<file path="config.mk">
export PLATFORM = sky130hd
export DESIGN_NAME = segment_load_balancer_core_flat
export DESIGN_NICKNAME = d
export VERILOG_FILES = /design/src/rtl/slb_pkg.sv /design/src/rtl/slb_req_if.sv /design/src/rtl/slb_rsp_if.sv /design/src/rtl/segment_load_balancer_core.sv /design/src/rtl/slb_ctrl.sv /design/src/rtl/slb_dp.sv /design/src/flat_wrapper.sv
export SDC_FILE = /design/constraint.sdc
export NUM_CORES = 2
export LEC_CHECK = 0
export BUFFER_PORTS_ARGS = -buffer_cell sky130_fd_sc_hd__buf_2
export CAP_MARGIN = 20
export CORE_ASPECT_RATIO = 1.5
export CORE_MARGIN = 4
export CORE_UTILIZATION = 43
export DETAILED_ROUTE_END_ITERATION = 6
export GPL_ROUTABILITY_DRIVEN = 0
export PLACE_DENSITY = 0.61
export SYNTH_ARGS = -nofsm -noshare
export SYNTH_HDL_FRONTEND = slang
export SYNTH_HIERARCHICAL = 1
export SYNTH_SLANG_ARGS = --single-unit
</file>
<file path="constraint.sdc">
create_clock -name clock -period 14.3 [get_ports clock]
set_clock_uncertainty 0.15 [all_clocks]
set_input_delay 1.43 -clock clock [delete_from_list [all_inputs] [get_ports clock]]
set_output_delay 1.43 -clock clock [all_outputs]
set_load 0.02 [all_outputs]
</file>
<file path="src/rtl/slb_pkg.sv">
// Shared types, constants and codes of the segment load balancer.
`timescale 1ns / 1ps
package slb_pkg;

   localparam int SEGMENTS_DEF     = 16;
   localparam int WORKERS_DEF      = 32;
   localparam int MAX_CHANGES      = 16;
   localparam int ADDR_W           = 48;
   localparam int SLOT_W           = 6;
   localparam int SEG_W            = 5;
   localparam int CNT_W            = 5;
   localparam int CSR_IDX_W        = 1;
   localparam int CSR_DATA_W       = 6;
   localparam int WLIM_W           = 6;
   localparam logic [SEG_W-1:0]  SEG_COUNT_RST    = 5'd16;
   localparam logic [WLIM_W-1:0] WORKER_LIMIT_RST = 6'd30;

   localparam logic [CSR_IDX_W-1:0] CSR_SEG_COUNT    = 1'b0;
   localparam logic [CSR_IDX_W-1:0] CSR_WORKER_LIMIT = 1'b1;

   localparam logic [1:0] REQ_ADD    = 2'd0;
   localparam logic [1:0] REQ_REMOVE = 2'd1;
   localparam logic [1:0] REQ_SOLVED = 2'd2;

   localparam logic [1:0] ST_OK        = 2'd0;
   localparam logic [1:0] ST_NO_SLOT   = 2'd1;
   localparam logic [1:0] ST_UNKNOWN   = 2'd2;
   localparam logic [1:0] ST_NOT_OWNED = 2'd3;

   localparam logic KIND_CHANGE = 1'b0;
   localparam logic KIND_STATUS = 1'b1;

   typedef enum logic [3:0] {
      S_IDLE, S_DISPATCH, S_ADD_SCAN, S_ADD_DEC,
      S_BAL1_W, S_BAL1_S, S_BAL1_G,
      S_BAL2_W, S_BAL2_S, S_BAL2_G,
      S_END, S_REL, S_STATUS
   } slb_state_type;

   typedef struct packed {
      logic       load_req;
      logic       w_clr;
      logic       w_step;
      logic       s_clr_hi;
      logic       s_clr_lo;
      logic       s_down;
      logic       s_up;
      logic       add_scan;
      logic       lh_scan;
      logic       seg_scan1;
      logic       seg_scan2;
      logic       do_add;
      logic       do_remove;
      logic       do_solved;
      logic       give1;
      logic       give2;
      logic       do_release;
      logic       emit_status;
      logic [1:0] code;
   } slb_cmd_type;

   typedef struct packed {
      logic       out_free;
      logic       w_end;
      logic       w_last;
      logic       s_first;
      logic       s_last;
      logic [1:0] req_type;
      logic       slot_ok;
      logic       seg_owned;
      logic       match_found;
      logic       free_found;
      logic       lo_valid;
      logic       spread;
      logic       seg_found;
      logic       cap;
      logic       rel_hit;
   } slb_stat_type;

endpackage

</file>
<file path="src/rtl/slb_req_if.sv">
// Request channel: valid/ready handshake with the request fields.
`timescale 1ns / 1ps
interface slb_req_if;
   logic        valid;
   logic        ready;
   logic [1:0]  req_type;
   logic [47:0] worker_addr;
   logic [5:0]  worker_slot;
   logic [4:0]  segment_number;
   modport source (output valid, req_type, worker_addr, worker_slot, segment_number,
                   input ready);
   modport sink   (input valid, req_type, worker_addr, worker_slot, segment_number,
                   output ready);
endinterface

</file>
<file path="src/rtl/slb_rsp_if.sv">
// Result channel: valid/ready handshake with the result fields.
`timescale 1ns / 1ps
interface slb_rsp_if;
   logic       valid;
   logic       ready;
   logic       item_kind;
   logic [1:0] status_code;
   logic [5:0] slot_out;
   logic [4:0] segment_out;
   logic       last_item;
   modport source (output valid, item_kind, status_code, slot_out, segment_out, last_item,
                   input ready);
   modport sink   (input valid, item_kind, status_code, slot_out, segment_out, last_item,
                   output ready);
endinterface

</file>
<file path="src/rtl/segment_load_balancer_core.sv">
// Top level of the segment load balancer: controller, datapath and assertions.
// Sequence: a solved report or a rejected remove goes from dispatch straight to its status;
// an add first scans the address store, then decides.
// Each balancing step is a load scan over the workers, then a segment scan;
// up to 16 steps per request plus one step that ends each phase; a remove adds a release scan.
// One transaction at a time; the next is accepted once the status is in the result register.
// Synchronous reset clears all tables except the address store; no clearing pass is needed.
`timescale 1ns / 1ps
module segment_load_balancer_core
   import slb_pkg::*;
#(
   parameter int SEGMENTS = SEGMENTS_DEF,
   parameter int WORKERS  = WORKERS_DEF
)(
   input  logic                  clock,
   input  logic                  reset,
   slb_req_if.sink               req_ch,
   slb_rsp_if.source             rsp_ch,
   input  logic                  csr_we,
   input  logic [CSR_IDX_W-1:0]  csr_index,
   input  logic [CSR_DATA_W-1:0] csr_data
);

   slb_cmd_type  cmd;
   slb_stat_type stat;

   slb_ctrl u_ctrl (
      .clock     (clock),
      .reset     (reset),
      .req_valid (req_ch.valid),
      .req_ready (req_ch.ready),
      .stat      (stat),
      .cmd       (cmd)
   );

   slb_dp #(
      .SEGMENTS (SEGMENTS),
      .WORKERS  (WORKERS)
   ) u_dp (
      .clock          (clock),
      .reset          (reset),
      .csr_we         (csr_we),
      .csr_index      (csr_index),
      .csr_data       (csr_data),
      .req_type       (req_ch.req_type),
      .worker_addr    (req_ch.worker_addr),
      .worker_slot    (req_ch.worker_slot),
      .segment_number (req_ch.segment_number),
      .rsp_ready      (rsp_ch.ready),
      .rsp_valid      (rsp_ch.valid),
      .item_kind      (rsp_ch.item_kind),
      .status_code    (rsp_ch.status_code),
      .slot_out       (rsp_ch.slot_out),
      .segment_out    (rsp_ch.segment_out),
      .last_item      (rsp_ch.last_item),
      .cmd            (cmd),
      .stat           (stat)
   );

   a_emit_free: assert property (@(posedge clock) disable iff (reset)
      (cmd.give1 || cmd.give2 || cmd.do_release || cmd.emit_status) |-> stat.out_free)
      else $error("result loaded into occupied register");

   a_status_last: assert property (@(posedge clock) disable iff (reset)
      cmd.emit_status |=> rsp_ch.valid && rsp_ch.last_item)
      else $error("status transaction not presented as last");

   a_change_cap: assert property (@(posedge clock) disable iff (reset)
      (cmd.give1 || cmd.give2 || cmd.do_release) |-> !stat.cap)
      else $error("owner change beyond cap");

endmodule

</file>
<file path="src/rtl/slb_ctrl.sv">
// Sequencing state machine of the segment load balancer.
`timescale 1ns / 1ps
module slb_ctrl
   import slb_pkg::*;
(
   input  logic         clock,
   input  logic         reset,
   input  logic         req_valid,
   output logic         req_ready,
   input  slb_stat_type stat,
   output slb_cmd_type  cmd
);

   slb_state_type state_ff, state_in;
   logic [1:0]    code_ff, code_in;

   always_ff @(posedge clock) begin
      if (reset) begin
         state_ff <= S_IDLE;
         code_ff  <= ST_OK;
      end else begin
         state_ff <= state_in;
         code_ff  <= code_in;
      end
   end

   always_comb begin
      state_in = state_ff;
      code_in  = code_ff;
      unique case (state_ff)
         S_IDLE: begin
            if (req_valid) state_in = S_DISPATCH;
         end
         S_DISPATCH: begin
            code_in  = ST_OK;
            state_in = S_STATUS;
            unique case (stat.req_type)
               REQ_ADD:    state_in = S_ADD_SCAN;
               REQ_REMOVE: begin
                  if (stat.slot_ok) state_in = S_BAL1_W;
                  else code_in = ST_UNKNOWN;
               end
               REQ_SOLVED: begin
                  if (!stat.slot_ok) code_in = ST_UNKNOWN;
                  else if (!stat.seg_owned) code_in = ST_NOT_OWNED;
               end
               default: code_in = ST_OK;
            endcase
         end
         S_ADD_SCAN: begin
            if (stat.w_end) state_in = S_ADD_DEC;
         end
         S_ADD_DEC: begin
            priority if (stat.match_found) state_in = S_STATUS;
            else if (!stat.free_found) begin
               code_in  = ST_NO_SLOT;
               state_in = S_STATUS;
            end else state_in = S_BAL1_W;
         end
         S_BAL1_W: if (stat.w_last) state_in = S_BAL1_S;
         S_BAL1_S: if (stat.s_first) state_in = S_BAL1_G;
         S_BAL1_G: begin
            priority if (stat.cap || !stat.lo_valid || !stat.seg_found) state_in = S_BAL2_W;
            else if (stat.out_free) state_in = S_BAL1_W;
            else state_in = S_BAL1_G;
         end
         S_BAL2_W: if (stat.w_last) state_in = S_BAL2_S;
         S_BAL2_S: if (stat.s_first) state_in = S_BAL2_G;
         S_BAL2_G: begin
            priority if (stat.cap || !stat.lo_valid || !stat.spread || !stat.seg_found)
               state_in = S_END;
            else if (stat.out_free) state_in = S_BAL2_W;
            else state_in = S_BAL2_G;
         end
         S_END: begin
            state_in = (stat.req_type == REQ_REMOVE) ? S_REL : S_STATUS;
         end
         S_REL: begin
            priority if (stat.rel_hit && !stat.cap && !stat.out_free) state_in = S_REL;
            else if (stat.s_last) state_in = S_STATUS;
            else state_in = S_REL;
         end
         S_STATUS: if (stat.out_free) state_in = S_IDLE;
         default: state_in = S_IDLE;
      endcase
   end

   always_comb begin
      cmd       = '0;
      cmd.code  = code_ff;
      req_ready = 1'b0;
      unique case (state_ff)
         S_IDLE: begin
            req_ready    = 1'b1;
            cmd.load_req = req_valid;
         end
         S_DISPATCH: begin
            cmd.w_clr = 1'b1;
            if (stat.req_type == REQ_REMOVE && stat.slot_ok) cmd.do_remove = 1'b1;
            if (stat.req_type == REQ_SOLVED && stat.slot_ok && stat.seg_owned)
               cmd.do_solved = 1'b1;
         end
         S_ADD_SCAN: begin
            cmd.add_scan = 1'b1;
            cmd.w_step   = 1'b1;
         end
         S_ADD_DEC: begin
            cmd.w_clr = 1'b1;
            if (!stat.match_found && stat.free_found) cmd.do_add = 1'b1;
         end
         S_BAL1_W, S_BAL2_W: begin
            cmd.lh_scan  = 1'b1;
            cmd.w_step   = 1'b1;
            cmd.s_clr_hi = stat.w_last;
         end
         S_BAL1_S: begin
            cmd.seg_scan1 = 1'b1;
            cmd.s_down    = 1'b1;
         end
         S_BAL2_S: begin
            cmd.seg_scan2 = 1'b1;
            cmd.s_down    = 1'b1;
         end
         S_BAL1_G: begin
            cmd.w_clr = 1'b1;
            if (!(stat.cap || !stat.lo_valid || !stat.seg_found) && stat.out_free)
               cmd.give1 = 1'b1;
         end
         S_BAL2_G: begin
            cmd.w_clr = 1'b1;
            if (!(stat.cap || !stat.lo_valid || !stat.spread || !stat.seg_found)
                && stat.out_free)
               cmd.give2 = 1'b1;
         end
         S_END: cmd.s_clr_lo = 1'b1;
         S_REL: begin
            if (stat.rel_hit && !stat.cap) begin
               cmd.do_release = stat.out_free;
               cmd.s_up       = stat.out_free;
            end else cmd.s_up = 1'b1;
         end
         S_STATUS: cmd.emit_status = stat.out_free;
         default: cmd = '0;
      endcase
   end

endmodule

</file>
<file path="src/rtl/slb_dp.sv">
// Datapath: segment and slot tables, scan counters and result register.
`timescale 1ns / 1ps
module slb_dp
   import slb_pkg::*;
#(
   parameter int SEGMENTS = SEGMENTS_DEF,
   parameter int WORKERS  = WORKERS_DEF
)(
   input  logic                  clock,
   input  logic                  reset,
   input  logic                  csr_we,
   input  logic [CSR_IDX_W-1:0]  csr_index,
   input  logic [CSR_DATA_W-1:0] csr_data,
   input  logic [1:0]            req_type,
   input  logic [ADDR_W-1:0]     worker_addr,
   input  logic [SLOT_W-1:0]     worker_slot,
   input  logic [SEG_W-1:0]      segment_number,
   input  logic                  rsp_ready,
   output logic                  rsp_valid,
   output logic                  item_kind,
   output logic [1:0]            status_code,
   output logic [SLOT_W-1:0]     slot_out,
   output logic [SEG_W-1:0]      segment_out,
   output logic                  last_item,
   input  slb_cmd_type           cmd,
   output slb_stat_type          stat
);

   localparam int WIDX_W = (WORKERS > 1) ? $clog2(WORKERS) : 1;
   localparam int WCNT_W = $clog2(WORKERS + 1);
   localparam int SIDX_W = (SEGMENTS > 1) ? $clog2(SEGMENTS) : 1;
   localparam int LOAD_W = $clog2(SEGMENTS + 1);

   logic [1:0]         req_type_ff;
   logic [ADDR_W-1:0]  addr_ff;
   logic [SLOT_W-1:0]  slot_ff;
   logic [SEG_W-1:0]   segn_ff;
   logic [SEG_W-1:0]   seg_count_ff;
   logic [WLIM_W-1:0]  worker_limit_ff;

   logic [SLOT_W-1:0]  owner_ff    [SEGMENTS];
   logic               done_ff     [SEGMENTS];
   logic               released_ff [SEGMENTS];
   logic               active_ff   [WORKERS];
   logic [LOAD_W-1:0]  load_ff     [WORKERS];
   logic [ADDR_W-1:0]  addr_mem    [WORKERS];

   logic [ADDR_W-1:0]  rd_ff;
   logic [WIDX_W-1:0]  rd_idx_ff;
   logic               rd_vld_ff;

   logic [WCNT_W-1:0]  wcnt_ff, wcnt_in;
   logic [SIDX_W-1:0]  scnt_ff, scnt_in;
   logic [CNT_W-1:0]   n_ff, n_in;

   logic               match_ff, free_found_ff;
   logic [WIDX_W-1:0]  free_idx_ff;
   logic [SLOT_W-1:0]  stat_slot_ff;
   logic               lo_v_ff;
   logic [WIDX_W-1:0]  lo_ff, hi_ff;
   logic [LOAD_W-1:0]  minv_ff, maxv_ff;
   logic               seg_found_ff;
   logic [SIDX_W-1:0]  seg_sel_ff;

   logic               out_valid_ff;
   logic               kind_ff, last_ff;
   logic [1:0]         code_ff;
   logic [SLOT_W-1:0]  oslot_ff;
   logic [SEG_W-1:0]   oseg_ff;

   logic [WIDX_W-1:0]  widx, slot_idx;
   logic [SIDX_W-1:0]  segn_idx;
   logic [SLOT_W-1:0]  lo_slot, hi_slot;
   logic               out_free, emit, in_scan_w;

   assign widx     = wcnt_ff[WIDX_W-1:0];
   assign slot_idx = WIDX_W'(int'(slot_ff) - 1);
   assign segn_idx = SIDX_W'(int'(segn_ff) - 1);
   assign lo_slot  = SLOT_W'(lo_ff) + SLOT_W'(1);
   assign hi_slot  = SLOT_W'(hi_ff) + SLOT_W'(1);
   assign out_free = !out_valid_ff || rsp_ready;
   assign emit     = cmd.give1 || cmd.give2 || cmd.do_release || cmd.emit_status;
   assign in_scan_w = int'(wcnt_ff) < WORKERS;

   always_comb begin
      stat.out_free    = out_free;
      stat.w_end       = int'(wcnt_ff) == WORKERS;
      stat.w_last      = int'(wcnt_ff) == WORKERS - 1;
      stat.s_first     = scnt_ff == '0;
      stat.s_last      = int'(scnt_ff) == SEGMENTS - 1;
      stat.req_type    = req_type_ff;
      stat.slot_ok     = slot_ff != '0 && int'(slot_ff) <= WORKERS && active_ff[slot_idx];
      stat.seg_owned   = segn_ff != '0 && int'(segn_ff) <= SEGMENTS
                         && owner_ff[segn_idx] == slot_ff;
      stat.match_found = match_ff;
      stat.free_found  = free_found_ff;
      stat.lo_valid    = lo_v_ff;
      stat.spread      = lo_ff != hi_ff
                         && (LOAD_W+1)'(maxv_ff) > (LOAD_W+1)'(minv_ff) + (LOAD_W+1)'(1);
      stat.seg_found   = seg_found_ff;
      stat.cap         = int'(n_ff) >= MAX_CHANGES;
      stat.rel_hit     = released_ff[scnt_ff] && owner_ff[scnt_ff] == '0;
   end

   always_comb begin
      wcnt_in = wcnt_ff;
      if (cmd.w_clr) wcnt_in = '0;
      else if (cmd.w_step) wcnt_in = wcnt_ff + WCNT_W'(1);
      scnt_in = scnt_ff;
      priority if (cmd.s_clr_hi) scnt_in = SIDX_W'(SEGMENTS - 1);
      else if (cmd.s_clr_lo) scnt_in = '0;
      else if (cmd.s_down) scnt_in = scnt_ff - SIDX_W'(1);
      else if (cmd.s_up) scnt_in = scnt_ff + SIDX_W'(1);
      else scnt_in = scnt_ff;
      n_in = n_ff;
      if (cmd.load_req) n_in = '0;
      else if (cmd.give1 || cmd.give2 || cmd.do_release) n_in = n_ff + CNT_W'(1);
   end

   always_ff @(posedge clock) begin
      if (reset) begin
         seg_count_ff    <= SEG_COUNT_RST;
         worker_limit_ff <= WORKER_LIMIT_RST;
         wcnt_ff         <= '0;
         scnt_ff         <= '0;
         n_ff            <= '0;
         out_valid_ff    <= 1'b0;
      end else begin
         if (csr_we && csr_index == CSR_SEG_COUNT) seg_count_ff <= csr_data[SEG_W-1:0];
         if (csr_we && csr_index == CSR_WORKER_LIMIT) worker_limit_ff <= csr_data;
         wcnt_ff <= wcnt_in;
         scnt_ff <= scnt_in;
         n_ff    <= n_in;
         if (emit) out_valid_ff <= 1'b1;
         else if (rsp_ready) out_valid_ff <= 1'b0;
      end
   end

   always_ff @(posedge clock) begin
      if (cmd.load_req) begin
         req_type_ff <= req_type;
         addr_ff     <= worker_addr;
         slot_ff     <= worker_slot;
         segn_ff     <= segment_number;
      end
   end

   always_ff @(posedge clock) begin
      if (cmd.do_add) addr_mem[free_idx_ff] <= addr_ff;
      if (cmd.add_scan && in_scan_w) rd_ff <= addr_mem[widx];
      rd_idx_ff <= widx;
   end

   always_ff @(posedge clock) begin
      if (reset) begin
         rd_vld_ff     <= 1'b0;
         match_ff      <= 1'b0;
         free_found_ff <= 1'b0;
         stat_slot_ff  <= '0;
         lo_v_ff       <= 1'b0;
         seg_found_ff  <= 1'b0;
         for (int s = 0; s < SEGMENTS; s++) begin
            owner_ff[s]    <= '0;
            done_ff[s]     <= 1'b0;
            released_ff[s] <= 1'b0;
         end
         for (int w = 0; w < WORKERS; w++) begin
            active_ff[w] <= 1'b0;
            load_ff[w]   <= '0;
         end
      end else begin
         rd_vld_ff <= cmd.add_scan && in_scan_w;
         if (cmd.load_req) begin
            match_ff      <= 1'b0;
            free_found_ff <= 1'b0;
            stat_slot_ff  <= '0;
         end
         if (cmd.add_scan) begin
            if (rd_vld_ff && !match_ff && active_ff[rd_idx_ff] && rd_ff == addr_ff) begin
               match_ff     <= 1'b1;
               stat_slot_ff <= SLOT_W'(rd_idx_ff) + SLOT_W'(1);
            end
            if (in_scan_w && !free_found_ff && !active_ff[widx]
                && int'(wcnt_ff) < int'(worker_limit_ff)) begin
               free_found_ff <= 1'b1;
               free_idx_ff   <= widx;
            end
         end
         if (cmd.do_add) begin
            active_ff[free_idx_ff] <= 1'b1;
            load_ff[free_idx_ff]   <= '0;
            stat_slot_ff           <= SLOT_W'(free_idx_ff) + SLOT_W'(1);
         end
         if (cmd.do_remove) begin
            active_ff[slot_idx] <= 1'b0;
            load_ff[slot_idx]   <= '0;
            for (int s = 0; s < SEGMENTS; s++) begin
               released_ff[s] <= owner_ff[s] == slot_ff;
               if (owner_ff[s] == slot_ff) owner_ff[s] <= '0;
            end
         end
         if (cmd.do_solved) begin
            owner_ff[segn_idx] <= '0;
            done_ff[segn_idx]  <= 1'b1;
            load_ff[slot_idx]  <= load_ff[slot_idx] - LOAD_W'(1);
         end
         if (cmd.w_clr) lo_v_ff <= 1'b0;
         else if (cmd.lh_scan && active_ff[widx]) begin
            lo_v_ff <= 1'b1;
            if (!lo_v_ff || load_ff[widx] < minv_ff) begin
               lo_ff   <= widx;
               minv_ff <= load_ff[widx];
            end
            if (!lo_v_ff || load_ff[widx] > maxv_ff) begin
               hi_ff   <= widx;
               maxv_ff <= load_ff[widx];
            end
         end
         if (cmd.s_clr_hi) seg_found_ff <= 1'b0;
         else if (!seg_found_ff) begin
            if ((cmd.seg_scan1 && int'(scnt_ff) < int'(seg_count_ff)
                 && owner_ff[scnt_ff] == '0 && !done_ff[scnt_ff])
                || (cmd.seg_scan2 && owner_ff[scnt_ff] == hi_slot)) begin
               seg_found_ff <= 1'b1;
               seg_sel_ff   <= scnt_ff;
            end
         end
         if (cmd.give1 || cmd.give2) begin
            owner_ff[seg_sel_ff] <= lo_slot;
            load_ff[lo_ff]       <= minv_ff + LOAD_W'(1);
            if (cmd.give2) load_ff[hi_ff] <= maxv_ff - LOAD_W'(1);
         end
      end
   end

   always_ff @(posedge clock) begin
      if (cmd.give1 || cmd.give2) begin
         kind_ff  <= KIND_CHANGE;
         code_ff  <= ST_OK;
         oslot_ff <= lo_slot;
         oseg_ff  <= SEG_W'(seg_sel_ff) + SEG_W'(1);
         last_ff  <= 1'b0;
      end else if (cmd.do_release) begin
         kind_ff  <= KIND_CHANGE;
         code_ff  <= ST_OK;
         oslot_ff <= '0;
         oseg_ff  <= SEG_W'(scnt_ff) + SEG_W'(1);
         last_ff  <= 1'b0;
      end else if (cmd.emit_status) begin
         kind_ff  <= KIND_STATUS;
         code_ff  <= cmd.code;
         oslot_ff <= (cmd.code == ST_OK) ? stat_slot_ff : '0;
         oseg_ff  <= '0;
         last_ff  <= 1'b1;
      end
   end

   assign rsp_valid   = out_valid_ff;
   assign item_kind   = kind_ff;
   assign status_code = code_ff;
   assign slot_out    = oslot_ff;
   assign segment_out = oseg_ff;
   assign last_item   = last_ff;

endmodule
</file>
<file path="src/flat_wrapper.sv">
// flat-port wrapper written by rule: the top's interface ports become plain ports
module segment_load_balancer_core_flat import slb_pkg::*;
#(
   parameter int SEGMENTS = SEGMENTS_DEF,
   parameter int WORKERS  = WORKERS_DEF
)
  (clock, reset, csr_we, csr_index, csr_data, req_ch_valid, req_ch_req_type, req_ch_worker_addr, req_ch_worker_slot, req_ch_segment_number, req_ch_ready, rsp_ch_valid, rsp_ch_item_kind, rsp_ch_status_code, rsp_ch_slot_out, rsp_ch_segment_out, rsp_ch_last_item, rsp_ch_ready);
  slb_req_if req_ch_i ();
  slb_rsp_if rsp_ch_i ();
  input  logic clock;
  input  logic reset;
  input  logic csr_we;
  input  logic [CSR_IDX_W-1:0] csr_index;
  input  logic [CSR_DATA_W-1:0] csr_data;
  input wire logic [$bits(req_ch_i.valid)-1:0] req_ch_valid;
  input wire logic [$bits(req_ch_i.req_type)-1:0] req_ch_req_type;
  input wire logic [$bits(req_ch_i.worker_addr)-1:0] req_ch_worker_addr;
  input wire logic [$bits(req_ch_i.worker_slot)-1:0] req_ch_worker_slot;
  input wire logic [$bits(req_ch_i.segment_number)-1:0] req_ch_segment_number;
  output wire logic [$bits(req_ch_i.ready)-1:0] req_ch_ready;
  output wire logic [$bits(rsp_ch_i.valid)-1:0] rsp_ch_valid;
  output wire logic [$bits(rsp_ch_i.item_kind)-1:0] rsp_ch_item_kind;
  output wire logic [$bits(rsp_ch_i.status_code)-1:0] rsp_ch_status_code;
  output wire logic [$bits(rsp_ch_i.slot_out)-1:0] rsp_ch_slot_out;
  output wire logic [$bits(rsp_ch_i.segment_out)-1:0] rsp_ch_segment_out;
  output wire logic [$bits(rsp_ch_i.last_item)-1:0] rsp_ch_last_item;
  input wire logic [$bits(rsp_ch_i.ready)-1:0] rsp_ch_ready;
  assign req_ch_i.valid = req_ch_valid;
  assign req_ch_i.req_type = req_ch_req_type;
  assign req_ch_i.worker_addr = req_ch_worker_addr;
  assign req_ch_i.worker_slot = req_ch_worker_slot;
  assign req_ch_i.segment_number = req_ch_segment_number;
  assign req_ch_ready = req_ch_i.ready;
  assign rsp_ch_valid = rsp_ch_i.valid;
  assign rsp_ch_item_kind = rsp_ch_i.item_kind;
  assign rsp_ch_status_code = rsp_ch_i.status_code;
  assign rsp_ch_slot_out = rsp_ch_i.slot_out;
  assign rsp_ch_segment_out = rsp_ch_i.segment_out;
  assign rsp_ch_last_item = rsp_ch_i.last_item;
  assign rsp_ch_i.ready = rsp_ch_ready;
  segment_load_balancer_core #(.SEGMENTS(SEGMENTS), .WORKERS(WORKERS)) u_core (.clock(clock), .reset(reset), .req_ch(req_ch_i), .rsp_ch(rsp_ch_i), .csr_we(csr_we), .csr_index(csr_index), .csr_data(csr_data));
endmodule
</file>
==> impl_metrics.ini <==
[clocking]
clock_latency_ns = 0.87
cts_num_sinks = 2066
cts_tree = built
cts_buffer_depth = 4
postCtsSetupRepairBufs = 0
cts-buffers-inserted = 201
cts_root_buf = clkbuf_16
clock_tree.htree_level_count = 4
ctsHoldBuffers = 0
cts_repair_resize_count = 0
path_clk_slew_ns = 0.06

[layout]
drive_above_1_share_pct = 25.89
post_layout_net_count = 5241
layout_common_cells = edfxtp_1, mux4_2, nor2_1
final_core_util_pct = 48.47
area_growth_pct = 11.89
mostFrequentLayoutCell = edfxtp_1

[synth]
synth_seq_area_share_pct = 68.13
async_reset_ff_share_pct = 0
ys.warnings.count = 6
synth.distinct_cells = 81
synthesis.nets = 5141
postSynthAreaPerCell_um2 = 17.88
syn_inst = 5004
synth_ff_type = edfxtp_1
ys_seq_elements = 2066
synth-edff-count = 1957
synth.cell_area_mm2 = 0.08945

[setup_path]
crit_slowest_cell = nor2b_1
critical_path_depth = 19
critPathCapture = u_core/u_dp/load_ff[22][3]
startpoint_type = flip-flop
reg2reg_slack_ns = 7.45
reg2reg_from = u_core/u_dp/segn_ff[0]
worst_path_dominant_cell_family = simple AND/OR/NAND/NOR gates
critical_path.endpoint_type = flip-flop
critical_path_required_ns = 14.77
worstPathMaxFanout = 28
rr_endpoint = u_core/u_dp/load_ff[22][3]
crit_path_top_cell_by_count = buf_4
worstSetupPathType = flip-flop to flip-flop
cp_cell_sequence = buf_4, inv_1, ha_1, buf_4, mux4_2, mux4_2, xnor2_1, nand4_1, nor4_1, and4_1, nor2b_1, buf_4, o21ai_1, buf_4, nor4_1, inv_1, nor2_1, nand3_1, a22oi_1
timing.critical_path.slowest_cell_delay_ns = 0.71
critical_path.n_buffers_inverters = 6
timing.critical_path.from = u_core/u_dp/segn_ff[0]
rr_worst_depth = 19
worst_ep_arrival_time_ns = 7.33

[timing]
relative_slew_slack_pct = 16.93
timing_hold_violations_final = 0
timing_max_transition_violations_final = 0
final.period_utilization_pct = 47.91
tns_ns = 0
clock_period_minus_final_worst_setup_slack_ns = 6.851
final.hold.worst_slack_ns = 0.3032
setup_violating_endpoint_count_in_the_final_report = 0
rsz_0062_raised_after_global_routing = false
clock.fmax_mhz = 146.0
worstMarginPinSlew_ns = 1.246

[pwr]
p_int_mw = 11.09
comb_power_share_pct = 17.5
p_sw_mw = 4.163
total_leakage_power_nw = 31.11
clock_power_share_pct = 34.8
vdd.ir_drop.worst_uv = 127.0
power.share.sequential_pct = 47.8
swShare_pct = 27.30
power_per_standard_cell_area_mw_per_mm2 = 152.4

[floorplanning]
ioPinCount = 90
floorplan.die_area_mm2 = 0.2155
placeableCoreArea_mm2 = 0.2065
std_cell_rows = 204
initial_utilization_pct = 43.32
die_width_um = 380.4
height_of_the_die_um = 566.6

[global_routing]
via_count_of_the_first_global_routing_pass = 51050
antenna_found_initial = 11
met3_layer_usage_reported_by_global_route_pct = 3.938
grt_pass1_wl_um = 379600
grt_busiest_layer = met2
gr-total-overflow = 0
grt_use_met2_pct = 42.61
grt_usage_pct = 24.43
globalRouteMet1Util_pct = 29.71
grt_start_max_net_pins = 143

[placement]
port-buffer-count = 89
dp_hpwl_um = 155600

[detailed_routing]
vias = 50580
antenna_left = 0
post_drt_wl_per_cell_um = 33.68
avgViaCountPerCell = 6.368
drt_drc_violations_left = 0
drt-pass1-iter-count = 6
post_detailed_routing_wire_length_um = 267500
initialDrtViolationCount = 6174

[worst_hold_path]
type_of_the_tightest_min_delay_check = flip-flop to flip-flop

[run_status]
run_status = finished, final reports clean

[flow_run]
drv_cap = 0
-- tightest hold or removal path: stages (launching register included) --
cell and delay, ns:
dfxtp_1 0.31, inv_1 0.05, a21oi_1 0.05
-- worst min-delay path by stage --
stage                       startpoint                       end  cells after the start
3_3_place_gp    u_core/u_dp/done_ff[5]    u_core/u_dp/done_ff[5]                      2
4_1_cts         u_core/u_dp/done_ff[5]    u_core/u_dp/done_ff[5]                      2
2_1_floorplan   u_core/u_dp/wcnt_ff[4]  u_core/u_dp/rd_idx_ff[4]                      0
5_1_grt         u_core/u_dp/done_ff[7]    u_core/u_dp/done_ff[7]                      2
6_report        u_core/u_dp/done_ff[5]    u_core/u_dp/done_ff[5]                      2
3_5_place_dp   u_core/u_dp/done_ff[10]   u_core/u_dp/done_ff[10]                      2
-- final cells by class --
cell class              instances  area, um^2
diodes                          5       12.51
clock buffers                 242        5244
clock inverters               117        1185
fillers                     16890      106400
inverters                      92       345.3
multi-input cells            2479       27070
flip-flops and latches       2066       60970
well taps                    2678        3351
repair buffers                264        1909
-- cells by family (layout without fill, tap and decap cells) --
| group | count (synthesis) | count (layout) | synth area share (%) |
|---|---|---|---|
| flops | 2066 | 2066 | 68.13 |
| simple gates | 947 | 947 | 5.077 |
| mux | 760 | 760 | 17.97 |
| compound gates | 510 | 510 | 3.928 |
| buf+inv | 459 | 715 | 2.049 |
| xor+xnor | 198 | 198 | 1.939 |
| fa+ha+maj | 64 | 64 | 0.9036 |
| other cells | 0 | 5 | 0 |
-- power by group through the flow --
stage / Combinational [mW] / Clock, mW / Sequential (mW)
2_1_floorplan: 1.64 / 0 / 7.44
3_3_place_gp: 2.56 / 0 / 7.41
3_5_place_dp: 2.59 / 0 / 7.43
4_1_cts: 2.60 / 5.41 / 7.30
5_1_grt: 2.79 / 5.64 / 7.30
6_report: 2.66 / 5.30 / 7.28
-- registers in the layout, indices dropped and copies added, names as in the netlist, 16 cells and up, named ones only --
signal,cells
u_core/u_dp/released_ff,16
u_core/u_dp/load_ff,160
u_core/u_dp/addr_mem,1536
u_core/u_dp/rd_ff,48
u_core/u_dp/addr_ff,48
u_core/u_dp/active_ff,32
u_core/u_dp/done_ff,16
u_core/u_dp/owner_ff,96
-- through the flow --
step	power (mW)	worst slack (ns)	cells	instance area, um^2
finish	15.25	7.449	7943	100100
global route	15.73	7.168	7939	100100
detailed placement	10.01	7.662	7573	93530
CTS	15.30	7.593	7932	99960
global placement	9.971	7.732	7566	93440
floorplan	9.074	7.270	5004	89450
-- metal layers --
layer / routed length (um) / part of all wire (%)
met5: 61 / 0.023
met4: 15050 / 5.6
met3: 19540 / 7.3
met2: 137100 / 51
met1: 95780 / 36
-- Yosys cell counts, types with 34 or more instances --
cell      number  area (um^2)
edfxtp_1    1957        58770
mux4_2       671        15110
nor2_1       347         1303
clkbuf_1     236        885.9
nand2_1      176        660.6
a21oi_1      118        590.6
dfxtp_1      109         2182
xor2_1       101        884.6
nand3_1       99        495.5
xnor2_1       97        849.6
inv_1         87        326.6
buf_1         86        322.8
o21ai_0       86        430.4
ha_1          63        788.3
mux2_2        58        653.1
a22oi_1       55        412.9
nor3_1        55        275.3
nor4_1        55        344.1
and3_1        40        250.2
nand4_1       39        244.0
a211oi_1      38        285.3
a221oi_1      35        306.5
nor2b_1       34        212.7
Power figures use the tool's default switching activity.
